--- config.mk ---
export PLATFORM = sky130hd
export DESIGN_NAME = crr_ram
export DESIGN_NICKNAME = d
export VERILOG_FILES = /design/src/hw/rtl/crr_ram.sv
export SDC_FILE = /design/constraint.sdc
export NUM_CORES = 1
export LEC_CHECK = 0
export ABC_AREA = 1
export BUFFER_PORTS_ARGS = -buffer_cell sky130_fd_sc_hd__clkbuf_2
export CORE_AREA = 2 2 136 85
export DETAILED_ROUTE_END_ITERATION = 12
export DIE_AREA = 0 0 138 87
export PLACE_DENSITY = 0.74
export SKIP_LAST_GASP = 1
export SYNTH_ARGS = -nofsm -noshare
export SYNTH_HDL_FRONTEND = slang
export SYNTH_SLANG_ARGS = --single-unit
--- constraint.sdc ---
create_clock -name i_clk -period 1 [get_ports i_clk]
set_input_delay 0.1 -clock i_clk [delete_from_list [all_inputs] [get_ports i_clk]]
set_output_delay 0.1 -clock i_clk [all_outputs]
set_load 0.03 [all_outputs]
--- src/hw/rtl/crr_ram.sv ---
`timescale 1ns / 1ps
// Generic single-write, single-read synchronous RAM with registered read data.
// No dependencies.
module crr_ram #(
    parameter int WIDTH = 8,
    parameter int DEPTH = 16
) (
    input  logic                     i_clk,
    input  logic                     i_we,
    input  logic [$clog2(DEPTH)-1:0] i_waddr,
    input  logic [WIDTH-1:0]         i_wdata,
    input  logic [$clog2(DEPTH)-1:0] i_raddr,
    output logic [WIDTH-1:0]         o_rdata
);

    logic [WIDTH-1:0] r_mem [DEPTH];
    logic [WIDTH-1:0] r_rdata;

    always_ff @(posedge i_clk) begin
        if (i_we) begin
            r_mem[i_waddr] <= i_wdata;
        end
        r_rdata <= r_mem[i_raddr];
    end

    assign o_rdata = r_rdata;

endmodule

* Word level (Yosys, flattened, before mapping)
Memory sizes are Yosys's and may differ from the RTL's. A register that Yosys moved wholly into a read port is not among the register bits. Cells that the tools add are included.
Word-level totals: bits in registers 0, bits in writable memories 128, input bits 18, output and inout bits 8, memories 1
Memories:
- r_mem | words 16, bits a word 8, rd ports 1, clocked after Yosys merged registers in 1, wr ports 1, RTL line 16 | logic [WIDTH-1:0] r_mem [DEPTH];
Operators by class: multiplexer cells 2
Operator list (number):
- $mux W1 | 2

* Depth between registers and ports, before layout
word-level depth 2, mapped depth 8

* Worst setup path after synthesis
OpenSTA, ideal clock, no wires.
path type input-to-reg, start in i_waddr[3], end mem r_mem[4][0], enable pin, data arrival time 681 ps, data required time 630 ps, path slack -51 ps, stages on the path 2, buffers on the path 0, path through nand3b_1 nor2_1
RTL lines:
- start: declaration | RTL line 10 | input logic [$clog2(DEPTH)-1:0] i_waddr,
- end: declaration | RTL line 16
Straight into the memory's write port.

* Final worst setup path
start reg r_rdata[6] (netlist: o_rdata[6]) (read register of r_mem), end out o_rdata[6]
RTL lines:
- start: declaration | RTL line 17 | logic [WIDTH-1:0] r_rdata;
- end: declaration | RTL line 13 | output logic [WIDTH-1:0] o_rdata
No word-level cell between the ends.

==> impl_metrics.toml <==
[sta]
finalMaxSlewViolations = 0
rsz0062_at_grt = "yes"
max_slew_margin_pct = 70.0
fmaxAchievable_mhz = 1000
setup_viol = 0
fin_ws_ns = 0.00346
final_hold_viol_count = 0
min_period_ns = 0.997
post-route-period-util_pct = 99.7
fin_setup_tns_ns = 0
tightest_slew_ns = 0.449
fin_skew_ns = 0.00778

[placed_design]
port_buffers = 25
dp_slack_ns = -0.170
gp_congestion = 0.885
place_area_mm2 = 0.00633
dp_hpwl_mm = 8.90

[synth]
synth_warnings = 0
synthesis.nets = 569
ys_seq_area_share_pct = 69.4
synth.avg_cell_area_um2 = 10.5
ys_types = 12
netlist_area_mm2 = 0.00577
netlist_instances = 551
ys_seq_elements = 136

[critical_path]
cp-end-kind = "output port"
crit_type = "flop to output port"
crit_buf_inv = 1
timing.rr.start = "r_mem[15][7]"
slowest_stage = "dfxtp_2"
arrival_ns = 0.90
cp_max_fo = 1
cp_cell_sequence = "buf_8"
cp-start-kind = "flop"
crit_start = "o_rdata[6]"
slowest_delay_ns = 0.37
crit_family = "flip-flops"
crit_required_ns = 0.90

[global_route]
grt.overflow.total = 0
grt_max_degree = 33
globalRouteMet2Util_pct = 35.0
grt_pass1_wl_mm = 21.3
gr-usage-met1_pct = 36.2
gr-max-usage-layer = "met1"
antenna_found_initial = 0
grt_pass1_vias = 3773
grt_use_met3_pct = 6.16
grt_usage_pct = 24.0

[clock_tree]
numCtsBuffers = 17
path_clk_slew_ns = 0.06
cts_buffer_depth = 2
insertion_delay_ns = 0.41
numClockSinks = 136
cts-root-buf = "clkbuf_16"
cts_setup_buffers = 0
cts_tree = "yes"
htreeDepth = 4

[cells_and_area]
fin_nets = 628
layout-drive-gt1-share_pct = 20.5
area_growth_pct = 23.5
fin_area_mm2 = 0.00712
final_common_cell = "nand2_1"
most-common-layout-cells = "nand2_1 (172), edfxtp_1 (128), inv_1 (99)"
insertedDiodeCount = 0

[detailed_routing]
via_per_inst = 5.30
wire_per_inst_um = 17.9
drt_iter0_drc = 399
ant_nets = 0
firstDrtPassIters = 5
drt-total-wl_mm = 13.7
vias = 4068
drcViolationCount = 0

[power_and_ir_drop]
p_per_area_mw_per_mm2 = 1910
irDropWorstVdd_mv = 1.51
p_leak_nw = 3.10

[floorplanning]
initial_utilization_pct = 53.0
chipWidth_um = 138
core_area_mm2 = 0.0109
rows = 30
die_h_um = 87
die_area_mm2 = 0.0120
ios = 26

[outcome]
status = "finished clean"

[flow_run]
maxCapViolCount = 0

[min_path]
holdCritPathClass = "input port to flop"
hold_start = "i_wdata[4]"
-- power by group --
group / internal, W / switching, W / total, W
registers: 0.00638 / 0.0000602 / 0.00644
clock network: 0.00389 / 0.00225 / 0.00613
logic: 0.000387 / 0.000665 / 0.00105
total: 0.0107 / 0.00297 / 0.0136
-- final timing paths --
check	to	slack, ns	cells past startpoint
setup reg to reg	o_rdata[7]	0.01	6
hold reg to reg	o_rdata[5]	0.67	6
hold / removal	r_mem[15][4]	0.14	1
setup / recovery	o_rdata[6]	0.003	1
-- through the flow --
| stage | hold slack [ns] | util (%) | std cells | total power, W |
|---|---|---|---|---|
| 6_report | 0.143 | 65.4 | 767 | 0.0136 |
| 5_1_grt | 0.141 | 65.4 | 767 | 0.0141 |
| 4_1_cts | 0.133 | 64.2 | 767 | 0.0136 |
| 3_5_place_dp | 0.548 | 58.2 | 735 | 0.00747 |
| 3_3_place_gp | 0.545 | 58.2 | 735 | 0.00744 |
| 2_1_floorplan | 0.199 | - | 551 | 0.00705 |
-- sequential cells by signal, indices dropped and copies added (netlist names) --
signal and count:
o_rdata 8, r_mem 128
-- repair_timing --
| item | CTS | global route |
|---|---|---|
| endpoints found under the setup margin | 8 | 15 |
| endpoints found under the hold margin | 0 | 0 |
| pin swaps | 0 | 7 |
| hold buffers | 0 | 0 |
| resized for setup | 21 | 34 |
-- layer usage --
| layer | part of all wire [%] | up-vias |
|---|---|---|
| met1 | 45 | 1949 |
| met5 | 0 | - |
| li1 | - | 1894 |
| met2 | 44 | 214 |
| met3 | 10 | 11 |
| met4 | 0.69 | 0 |
-- synth_stat cells --
master / number / area, um^2
buf_1: 1 / 3.75
inv_1: 100 / 375
inv_2: 2 / 7.51
buf_4: 4 / 30.0
nor2_1: 17 / 63.8
nand3_1: 97 / 485
edfxtp_1: 128 / 3840
buf_6: 6 / 67.6
nand2_1: 173 / 649
buf_2: 13 / 65.1
nand3b_1: 2 / 15.0
dfxtp_1: 8 / 160
-- final cells by class --
class,count,area (um^2)
clock buffer,18,429
clock inverter,14,156
fill,767,3770
multi-input combinational,289,1340
inverter,102,383
tap,144,180
sequential,136,4020
timing repair buffer,64,614
-- cell families (layout without fill, tap and decap cells) --
group / Yosys count / in the layout / share of synthesized area, %
simple gates: 289 / 289 / 21.0
flops: 136 / 136 / 69.4
buf+inv: 126 / 198 / 9.52
Note: power is estimated with default switching activity, not from simulation.
